===== src/rtl/mppo_pkg.sv =====
// Shared widths, register indexes, reset values and payload types of the MPPT block.
`default_nettype none

package mppo_pkg;

  localparam int unsigned SAMPLE_BITS   = 12;
  localparam int unsigned VOLT_BITS_DEF = 20;
  localparam int unsigned GAIN_W        = 16;
  localparam int unsigned COUNT_W       = 16;
  localparam int unsigned FRAC_BITS     = 8;
  localparam int unsigned REF_W         = 20;
  localparam int unsigned POWER_W       = 40;
  localparam int unsigned CFG_IDX_W     = 3;

  localparam logic [POWER_W-1:0] POWER_MAX = '1;

  localparam logic [GAIN_W-1:0]  SCALE_GAIN_RST  = 16'd256;
  localparam logic [REF_W-1:0]   STEP_SMALL_RST  = 20'd64;
  localparam logic [REF_W-1:0]   STEP_SWEEP_RST  = 20'd256;
  localparam logic [REF_W-1:0]   SWEEP_FLOOR_RST = 20'd0;
  localparam logic [REF_W-1:0]   SWEEP_CEIL_RST  = 20'hFFFFF;
  localparam logic [COUNT_W-1:0] HOLD_THR_RST    = 16'd10000;

  typedef enum logic [CFG_IDX_W-1:0] {
    REG_SCALE_GAIN    = 3'd0,
    REG_STEP_SMALL    = 3'd1,
    REG_STEP_SWEEP    = 3'd2,
    REG_SWEEP_FLOOR   = 3'd3,
    REG_SWEEP_CEILING = 3'd4,
    REG_HOLD_THR      = 3'd5
  } cfg_reg_e;

  typedef struct packed {
    logic [SAMPLE_BITS-1:0] voltage_raw;
    logic [SAMPLE_BITS-1:0] current_raw;
    logic [COUNT_W-1:0]     interval_count;
    logic                   sweep_armed;
  } in_item_t;

  typedef struct packed {
    logic [REF_W-1:0]   voltage_ref;
    logic [POWER_W-1:0] power_now;
    logic               sweep_finished;
  } out_item_t;

endpackage

`default_nettype wire


===== src/rtl/mppt_perturb_observe_sweep.sv =====
// Perturb and observe MPPT with global sweep, built around one shared multiplier.
//
//  channel  | signals                                   | direction
//  ---------+-------------------------------------------+----------
//  config   | cfg_we_i, cfg_idx_i, cfg_data_i           | in
//  sample   | in_valid_i, in_ready_o, in_item_i         | in
//  result   | out_valid_o, out_ready_i, out_item_o      | out
//
// An item occupies the block from acceptance until the sequencer returns to idle:
// the single multiplier runs four times (voltage scale, current scale, power,
// sweep offset) in S_MV, S_MI, S_MP and S_MS, then the update state S_UPD writes the
// result. The result sits in an output register, so a new item is taken
// while it waits; the update cycle holds until that register is free.
// Reset (async, active low) returns the sequencer, tracker state and config registers to their reset values.
`default_nettype none

module mppt_perturb_observe_sweep #(
  parameter int unsigned VOLT_BITS = mppo_pkg::VOLT_BITS_DEF
) (
  input  logic                                          clk_i,
  input  logic                                          rst_ni,
  input  logic                                          cfg_we_i,
  input  logic [mppo_pkg::CFG_IDX_W-1:0]                cfg_idx_i,
  input  logic [((VOLT_BITS > mppo_pkg::GAIN_W) ?
                 VOLT_BITS : mppo_pkg::GAIN_W)-1:0]     cfg_data_i,
  input  logic                                          in_valid_i,
  output logic                                          in_ready_o,
  input  mppo_pkg::in_item_t                            in_item_i,
  output logic                                          out_valid_o,
  input  logic                                          out_ready_i,
  output mppo_pkg::out_item_t                           out_item_o
);
  import mppo_pkg::*;

  localparam int unsigned MUL_W  = (VOLT_BITS > GAIN_W) ? VOLT_BITS : GAIN_W;
  localparam int unsigned PROD_W = 2 * MUL_W;
  localparam logic [VOLT_BITS-1:0] VOLT_MAX = '1;

  typedef enum logic [5:0] {
    S_IDLE = 6'b000001,
    S_MV   = 6'b000010,
    S_MI   = 6'b000100,
    S_MP   = 6'b001000,
    S_MS   = 6'b010000,
    S_UPD  = 6'b100000
  } state_e;

  state_e state_q, state_d;

  // configuration registers
  logic [GAIN_W-1:0]    gain_q;
  logic [VOLT_BITS-1:0] step_small_q, step_sweep_q, floor_q, ceil_q;
  logic [COUNT_W-1:0]   hold_q;

  // datapath registers
  in_item_t             in_q;
  logic [PROD_W-1:0]    prod_q;
  logic [VOLT_BITS-1:0] v_q;
  logic [POWER_W-1:0]   p_q;

  // tracker state
  logic [VOLT_BITS-1:0] last_v_q, ref_now_q, ref_before_q, best_ref_q;
  logic [POWER_W-1:0]   last_p_q, best_p_q;
  logic [COUNT_W-1:0]   steps_q;

  logic                 out_valid_q;
  out_item_t            out_q;

  logic                 in_fire, upd_go;
  logic [MUL_W-1:0]     mul_a, mul_b;
  logic [PROD_W-1:0]    mul_res, sc_full;
  logic [VOLT_BITS-1:0] sc_sat;
  logic [PROD_W+POWER_W-1:0] pw_ext;
  logic [POWER_W-1:0]   p_sat;
  logic                 track, rising, p_gt, p_eq;
  logic [VOLT_BITS:0]   up_sum;
  logic [VOLT_BITS-1:0] ref_up, ref_dn, ref_trk;
  logic [COUNT_W-1:0]   steps_inc;
  logic [PROD_W:0]      sw_sum;
  logic [VOLT_BITS-1:0] ref_sw, best_ref_nx, ref_new;
  logic                 best_hit, sw_end, fin;
  logic [VOLT_BITS+REF_W-1:0] ref_ext;

  assign in_ready_o  = (state_q == S_IDLE);
  assign in_fire     = in_valid_i && in_ready_o;
  assign upd_go      = (state_q == S_UPD) && (!out_valid_q || out_ready_i);
  assign out_valid_o = out_valid_q;
  assign out_item_o  = out_q;

  // sequencer
  always_comb begin
    state_d = state_q;
    unique case (state_q)
      S_IDLE:  if (in_fire) state_d = S_MV;
      S_MV:    state_d = S_MI;
      S_MI:    state_d = S_MP;
      S_MP:    state_d = S_MS;
      S_MS:    state_d = S_UPD;
      S_UPD:   if (upd_go) state_d = S_IDLE;
      default: state_d = S_IDLE;
    endcase
  end

  // scale: (raw * gain) >> 8, saturated to the reference range
  assign sc_full = prod_q >> FRAC_BITS;
  assign sc_sat  = (sc_full > PROD_W'(VOLT_MAX)) ? VOLT_MAX : sc_full[VOLT_BITS-1:0];

  assign steps_inc = steps_q + 1'b1;

  // shared multiplier operand select
  always_comb begin
    unique case (state_q)
      S_MV: begin
        mul_a = MUL_W'(in_q.voltage_raw);
        mul_b = MUL_W'(gain_q);
      end
      S_MI: begin
        mul_a = MUL_W'(in_q.current_raw);
        mul_b = MUL_W'(gain_q);
      end
      S_MP: begin
        mul_a = MUL_W'(v_q);
        mul_b = MUL_W'(sc_sat);
      end
      S_MS: begin
        mul_a = MUL_W'(step_sweep_q);
        mul_b = MUL_W'(steps_inc);
      end
      default: begin
        mul_a = '0;
        mul_b = '0;
      end
    endcase
  end

  assign mul_res = mul_a * mul_b;

  assign pw_ext = (PROD_W + POWER_W)'(prod_q);
  assign p_sat  = (pw_ext > (PROD_W + POWER_W)'(POWER_MAX)) ? POWER_MAX
                                                            : pw_ext[POWER_W-1:0];

  // perturb and observe decision
  assign track  = in_q.interval_count < hold_q;
  assign rising = v_q > last_v_q;
  assign p_gt   = p_q > last_p_q;
  assign p_eq   = p_q == last_p_q;
  assign up_sum = {1'b0, ref_before_q} + {1'b0, step_small_q};
  assign ref_up = up_sum[VOLT_BITS] ? VOLT_MAX : up_sum[VOLT_BITS-1:0];
  assign ref_dn = (step_small_q > ref_before_q) ? '0 : ref_before_q - step_small_q;

  always_comb begin
    if (p_gt) begin
      ref_trk = rising ? ref_up : ref_dn;
    end else if (p_eq) begin
      ref_trk = ref_before_q;
    end else begin
      ref_trk = rising ? ref_dn : ref_up;
    end
  end

  // sweep: floor + step_sweep * steps, saturated
  assign sw_sum      = {1'b0, prod_q} + (PROD_W + 1)'(floor_q);
  assign ref_sw      = (sw_sum > (PROD_W + 1)'(VOLT_MAX)) ? VOLT_MAX
                                                          : sw_sum[VOLT_BITS-1:0];
  assign best_hit    = p_q > best_p_q;
  assign best_ref_nx = best_hit ? ref_now_q : best_ref_q;
  assign sw_end      = ref_sw >= ceil_q;
  assign fin         = !track && in_q.sweep_armed && sw_end;

  always_comb begin
    if (track) begin
      ref_new = ref_trk;
    end else if (in_q.sweep_armed) begin
      ref_new = sw_end ? best_ref_nx : ref_sw;
    end else begin
      ref_new = ref_now_q;
    end
  end

  assign ref_ext = (VOLT_BITS + REF_W)'(ref_new);

  // control and tracker state
  always_ff @(posedge clk_i or negedge rst_ni) begin
    if (!rst_ni) begin
      state_q      <= S_IDLE;
      out_valid_q  <= 1'b0;
      gain_q       <= SCALE_GAIN_RST;
      step_small_q <= VOLT_BITS'(STEP_SMALL_RST);
      step_sweep_q <= VOLT_BITS'(STEP_SWEEP_RST);
      floor_q      <= VOLT_BITS'(SWEEP_FLOOR_RST);
      ceil_q       <= VOLT_BITS'(SWEEP_CEIL_RST);
      hold_q       <= HOLD_THR_RST;
      last_v_q     <= '0;
      last_p_q     <= '0;
      ref_now_q    <= '0;
      ref_before_q <= '0;
      steps_q      <= '0;
      best_ref_q   <= '0;
      best_p_q     <= '0;
    end else begin
      state_q <= state_d;

      if (upd_go) begin
        out_valid_q <= 1'b1;
      end else if (out_ready_i) begin
        out_valid_q <= 1'b0;
      end

      if (cfg_we_i) begin
        case (cfg_idx_i)
          REG_SCALE_GAIN:    gain_q       <= cfg_data_i[GAIN_W-1:0];
          REG_STEP_SMALL:    step_small_q <= cfg_data_i[VOLT_BITS-1:0];
          REG_STEP_SWEEP:    step_sweep_q <= cfg_data_i[VOLT_BITS-1:0];
          REG_SWEEP_FLOOR:   floor_q      <= cfg_data_i[VOLT_BITS-1:0];
          REG_SWEEP_CEILING: ceil_q       <= cfg_data_i[VOLT_BITS-1:0];
          REG_HOLD_THR:      hold_q       <= cfg_data_i[COUNT_W-1:0];
          default: ;
        endcase
      end

      if (upd_go) begin
        if (track) begin
          ref_now_q    <= ref_trk;
          ref_before_q <= ref_trk;
          last_v_q     <= v_q;
          last_p_q     <= p_q;
        end else if (in_q.sweep_armed) begin
          if (best_hit) begin
            best_p_q <= p_q;
          end
          best_ref_q <= best_ref_nx;
          if (sw_end) begin
            steps_q      <= '0;
            ref_now_q    <= best_ref_nx;
            ref_before_q <= best_ref_nx;
          end else begin
            steps_q      <= steps_inc;
            ref_now_q    <= ref_sw;
            ref_before_q <= ref_now_q;
          end
        end
      end
    end
  end

  // payload registers
  always_ff @(posedge clk_i) begin
    if (in_fire) begin
      in_q <= in_item_i;
    end
    if ((state_q == S_MV) || (state_q == S_MI) || (state_q == S_MP) ||
        (state_q == S_MS)) begin
      prod_q <= mul_res;
    end
    if (state_q == S_MI) begin
      v_q <= sc_sat;
    end
    if (state_q == S_MS) begin
      p_q <= p_sat;
    end
    if (upd_go) begin
      out_q.voltage_ref    <= ref_ext[REF_W-1:0];
      out_q.power_now      <= p_q;
      out_q.sweep_finished <= fin;
    end
  end

`ifndef SYNTH
  a_accept_starts: assert property (@(posedge clk_i) disable iff (!rst_ni)
    in_fire |=> (state_q == S_MV) && !in_ready_o)
    else $error("accepted item did not start the multiply sequence");

  a_sweep_end: assert property (@(posedge clk_i) disable iff (!rst_ni)
    (upd_go && fin) |=> (steps_q == '0) && (ref_now_q == best_ref_q) &&
                        (ref_before_q == best_ref_q))
    else $error("sweep end did not restore best reference");

  a_track_sync: assert property (@(posedge clk_i) disable iff (!rst_ni)
    (upd_go && track) |=> (ref_before_q == ref_now_q) && (last_p_q == $past(p_q)))
    else $error("tracking update left reference or power out of step");

  a_idle_hold: assert property (@(posedge clk_i) disable iff (!rst_ni)
    (upd_go && !track && !in_q.sweep_armed) |=>
      $stable(ref_now_q) && $stable(best_p_q) && $stable(steps_q))
    else $error("idle item changed tracker state");
`endif

endmodule

`default_nettype wire


===== config.mk =====
export PLATFORM = sky130hd
export DESIGN_NAME = mppt_perturb_observe_sweep
export DESIGN_NICKNAME = d
export VERILOG_FILES = /design/src/rtl/mppo_pkg.sv /design/src/rtl/mppt_perturb_observe_sweep.sv
export SDC_FILE = /design/constraint.sdc
export NUM_CORES = 2
export LEC_CHECK = 0
export BUFFER_PORTS_ARGS = -buffer_cell sky130_fd_sc_hd__buf_2
export CORE_MARGIN = 2
export CORE_UTILIZATION = 69
export CTS_CLUSTER_DIAMETER = 40
export CTS_CLUSTER_SIZE = 12
export DETAILED_ROUTE_END_ITERATION = 8
export HOLD_SLACK_MARGIN = 0.15
export PLACE_DENSITY = 0.94
export REMOVE_ABC_BUFFERS = 1
export SYNTH_ARGS = -nofsm -noshare
export SYNTH_HDL_FRONTEND = slang
export SYNTH_SLANG_ARGS = --single-unit

===== constraint.sdc =====
create_clock -name clk_i -period 14.34 [get_ports clk_i]
set_input_delay 3.585 -clock clk_i [delete_from_list [all_inputs] [get_ports clk_i]]
set_output_delay 3.585 -clock clk_i [all_outputs]
set_load 0.01 [all_outputs]

## After elaboration in Yosys (flattened, before gate mapping)

Cells that the tools add are included.

- ROM bits: 0
- Memories: 0
- Word-level logic and storage cells: 102
- Bits of input ports: 69
- Latch bits: 0
- Memory bits (writable): 0
- Output and inout port bits: 63
- Register bits after elaboration: 497

- Multiplexer cells: 23
- Equal/unequal tests: 14
- Shift-type cells: 0
- Reductions and logical operators: 25
- Magnitude comparators: 9
- Divide/modulo/power cells: 0
- Multiply operators: 1
- Bitwise logic cells: 1
- Add/sub/neg operators: 4

Operators with widths:

| cell | number |
|---|---|
| $mux W20 | 15 |
| $gt A40 B40 Y1 | 2 |
| $pmux W20 S4 | 1 |
| $pmux W20 S3 | 1 |
| $add A40 B20 Y41 | 1 |
| $gt A41 B20 Y1 const B | 1 |
| $eq A40 B40 Y1 | 1 |
| $gt A20 B20 Y1 | 2 |
| $gt A40 B40 Y1 const B | 1 |
| $mul A20 B20 Y40 | 1 |
| $pmux W6 S6 | 1 |
| $gt A32 B20 Y1 const B | 1 |
| $add A20 B20 Y21 | 1 |
| $ge A20 B20 Y1 | 1 |
| $sub A20 B20 Y20 | 1 |
| $reduce_and A2 Y1 | 9 |
| $add A16 B1 Y16 const B | 1 |
| $lt A16 B16 Y1 | 1 |
| $mux W16 | 1 |
| $mux W6 | 2 |
| $eq A3 B2 Y1 const B | 2 |
| $eq A3 B3 Y1 const B | 2 |
| $eq A6 B1 Y1 const B | 1 |
| $eq A6 B2 Y1 const B | 1 |
| 17 further kinds | 26 |

## Logic depth before layout (Yosys ltp)

- Word-level depth: 7
- Mapped depth: 35
- Depth with buffers taken out: 34

## Least setup slack after synthesis

Ideal clock, no wire load.

- Path kind: reg-to-reg
- From: register state_q[3]
- To: register prod_q[37], data pin
- Slack: 4.981 ns
- Data arrival time: 9.101 ns
- Required time: 14.082 ns
- Stages on the path, launching flop included: 30
- Clock period less this slack: 9.359 ns
- Path buffers: 2
- Library setup time: 0.258 ns
- Path through: dfrtp_1 nor4_1 nand3b_1 inv_1 clkbuf_1 buf_1 a221oi_1 nor2_1 fa_1 inv_1 fa_1 fa_1 inv_1 fa_1 fa_1 fa_1 inv_1 fa_1 inv_1 ha_1 a211oi_1 and3_1 a2111oi_0 a2111oi_0 nor3_1 a31o_2 a21oi_1 o2111ai_1 a21oi_1 xnor2_1

- Longest elaborated chain between the ends: 4
- Elaborated cells on any way between the ends: 8
- Those cells by class: 1 x mul; 4 x eq/ne; 2 x mux; 1 x reduce/logical

RTL lines:

| what | line | text |
|---|---|---|
| start, declared | mppt_perturb_observe_sweep.sv:48 | `state_e state_q, state_d;` |
| start signal, assigned | mppt_perturb_observe_sweep.sv:201 | `state_q <= state_d;` |
| $eq A6 B2 Y1 / $eq A6 B3 Y1 (equally long branches) | mppt_perturb_observe_sweep.sv:112 | `unique case (state_q)` |
| $reduce_or A2 Y1 (no line) | -- |  |
| $pmux W20 S3 | mppt_perturb_observe_sweep.sv:112 |  |
| $mul A20 B20 Y40 (*) | mppt_perturb_observe_sweep.sv:136 | `assign mul_res = mul_a * mul_b;` |
| named net mul_res[37] | mppt_perturb_observe_sweep.sv:71 | `logic [PROD_W-1:0] mul_res, sc_full;` |
| end signal, assigned | mppt_perturb_observe_sweep.sv:253 | `prod_q <= mul_res;` |
| end, declared | mppt_perturb_observe_sweep.sv:57 | `logic [PROD_W-1:0] prod_q;` |

The timed path passes the listed nets; every way through them passes the cells marked *.
A chain may end at the register's enable or synchronous reset.

## Final worst setup path

- From: register state_q[3]
- To: register prod_q[39], data pin

The elaborated chain is that of the path after synthesis.

==> out/qor.csv <==
metric,value,unit
Sw Ratio,0.340,
"Async S/R FF share, synth",0.594,
reg2reg end,prod_q[39],
Buf/Inv on CP,9,
worst vdd ir,0.158,mV
CP required,14.72,ns
Post-synth top cells,"inv_1 (578), nand2_1 (538), ha_1 (346)",
core area,0.0574,mm^2
CTS resizes,0,
Chip Width,244,um
die area,0.0597,mm^2
failing checks,"design-rule violations, max-slew violations",
Layout fillers,3289,
clock latency on the worst-skew pair,0.67,ns
Ports,132,
critical path depth,32,
reg2reg path depth,32,
# DRC,15,
fraction of layout cells with a size suffix above 1,0.130,
min-delay src,best_ref_q[16],
internal power,3.34,mW
final setup TNS,0,ns
pin count of the biggest net entering global routing,119,
hold crit path type,reg -> reg,
Post-synth EDFFs,202,
Final Critical Period,10.69,ns
WHS,0.497,ns
first-pass GRT wire length,195000,um
Crit Path Class,reg -> reg,
Mapped Area,0.0399,mm^2
register bit total from synthesis,497,
final worst-path cycle share,0.746,
status,"finished, violations left",
R2R setup slack,3.65,ns
CTS tree,built,
crit start category,flip-flop,
Fmax,93.5,MHz
top cell type's share of synthesized area,0.167,
worst r2r src,state_q[3],
cell accounting for the most synthesized area,dfrtp_1,
Worst Path Arrival,11.08,ns
sequential power share,0.350,
Pins Over Slew Limit,8,
H-tree levels,3,
Sink Count,497,
Clk pwr share,0.413,
Setup Skew,0.0376,ns
row count,88,
fin nets,4917,
Slew headroom,-0.00927,
DP HPWL,84600,um
CTS buffer count,79,
DIE HEIGHT,244,um
MaxCap Viol Count,0,
PortBufs,131,
DR vias,34100,
Post-CTS Hold Buffers,0,
Clock Tree Buf Depth,3,
WL/cell,25.0,um
most common cell in the netlist,inv_1,
sequential area share after synthesis,0.338,
"Avg Cell Area, Syn",9.66,um^2
max incr delay on CP,0.79,ns
postcts setup bufs,0,
CP max FO,87,
GP Congestion,1.03,
Final ANT Viol Nets,0,
Top Family by Delay on Critical Path,adder cells,
Comb pwr share,0.236,
Worst Setup End Kind,flip-flop,
worst-margin pin slew,1.51,ns
"Top FF cell, synth",dfrtp_1,
P_sw,1.72,mW
GRT Total Usage,0.426,
Pre-Repair DR Iteration Count,9,
hold path depth,1,
DR vias/cell,6.80,
"Remaining Overflow, GRT",0,
Hold Fails Final Rpt,0,
RSZ-0062 raised after global routing,false,
Worst-path clk slew,0.06,ns
Post-Synthesis Cells,4127,
antenna violations before repair,8,
post-synth cell types,76,
CP max-delay cell,buf_4,
Layout area overhead,10.5,%
power per cell area,115,mW/mm^2
Leak,20.6,nW
vias in the first global route,35100,
root buf cell,clkbuf_16,
starting density of the core,0.695,
final setup vio count,0,
final wirelength,126000,um
Synth Warn #,0,
top post-synthesis cells by area,"dfrtp_1 (17%), fa_1 (16%), edfxtp_1 (15%)",
Placement Setup Slack,4.15,ns
WHS Endpoint,best_ref_q[16],
Final WS setup,3.65,ns
DR iter-0 viols,4934,
[registers in the layout (all words and copies together) (netlist names), 40 cells and up]
signal	flops
in_q	41
p_q	40
prod_q	40
out_item_o	61
last_p_q	40
best_p_q	40
[worst max path at each step]
| stage | from | to | slack (ns) |
|---|---|---|---|
| after global placement | state_q[3] | prod_q[37] | 4.44 |
| final | state_q[3] | prod_q[39] | 3.65 |
| after global routing | steps_q[2] | prod_q[39] | 3.17 |
| after floorplan | state_q[5] | prod_q[37] | 2.34 |
| after CTS | state_q[3] | prod_q[39] | 4.06 |
| after detailed placement | state_q[3] | prod_q[39] | 4.15 |
[cell families (layout without fill, tap and decap cells)]
family / after synthesis / in the layout / synth area share
buf+inv: 789 / 907 / 0.0748
simple gates: 1127 / 1127 / 0.123
other cells: 0 / 6 / 0
compound gates: 779 / 779 / 0.125
xor+xnor: 105 / 105 / 0.0231
flops: 497 / 497 / 0.338
fa+ha+maj: 669 / 669 / 0.271
mux: 161 / 161 / 0.0448
[cells in the final DEF (no fill, tap or decap), types with 44 or more instances in the layout]
cell type,synthesis,routed
nor2_1,290,287
nand2_1,538,537
xnor2_1,79,79
buf_4,2,50
ha_1,346,346
nand3_1,49,49
inv_1,578,576
dfrtp_1,266,266
o21ai_0,234,232
a21o_1,47,47
mux2_2,141,141
fa_1,323,323
clkbuf_16,0,82
a21oi_1,188,187
nand4_1,44,44
buf_2,12,130
edfxtp_1,202,202
[worst register-to-register path, delay by kind of cell, from the launching register on]
family                   cells  cell delay (ns)
buffers and inverters        9             1.38
XOR/XNOR                     1             0.14
flip-flops                   1             0.42
AND/OR/NAND/NOR              7             2.69
adder cells (fa/ha/maj)      8             4.00
AO/OA/AOI/OAI                7             1.80
[metrics by stage]
| step | power (mW) | instance area, um^2 | utilization | cells |
|---|---|---|---|---|
| after floorplan | 2.47 | 39100 | - | 3917 |
| after global placement | 2.83 | 41200 | 0.717 | 4863 |
| after detailed placement | 2.87 | 41200 | 0.717 | 4863 |
| after CTS | 4.98 | 44000 | 0.768 | 5010 |
| after global routing | 5.19 | 44000 | 0.768 | 5010 |
| final | 5.06 | 44100 | 0.768 | 5016 |
[cell type report]
| type | count | area, um^2 | area share |
|---|---|---|---|
| clock buffer | 91 | 2120 | 0.0480 |
| inverter | 579 | 2170 | 0.0493 |
| timing repair buffer | 181 | 1040 | 0.0236 |
| multi-input combinational | 2841 | 23500 | 0.533 |
| sequential | 497 | 13500 | 0.306 |
| clock inverter | 56 | 771 | 0.0175 |
| antenna | 6 | 15.0 | 0.000341 |
| tap | 765 | 957 | 0.0217 |
[power groups by stage]
stage / clock network [mW] / logic [mW] / registers [mW]
after global placement: 0 / 1.06 / 1.77
after floorplan: 0 / 0.730 / 1.74
after CTS: 2.09 / 1.13 / 1.76
after global routing: 2.16 / 1.25 / 1.78
final: 2.09 / 1.20 / 1.77
after detailed placement: 0 / 1.09 / 1.78
[metal layers]
metal,track usage,routed length (um),up-vias
li1,-,-,14000
met1,0.503,41300,16300
met2,0.643,55100,2867
met3,0.156,17700,983
met4,0.306,11200,14
met5,0.0123,224,-
Note: power is estimated with default switching activity, not from simulation.
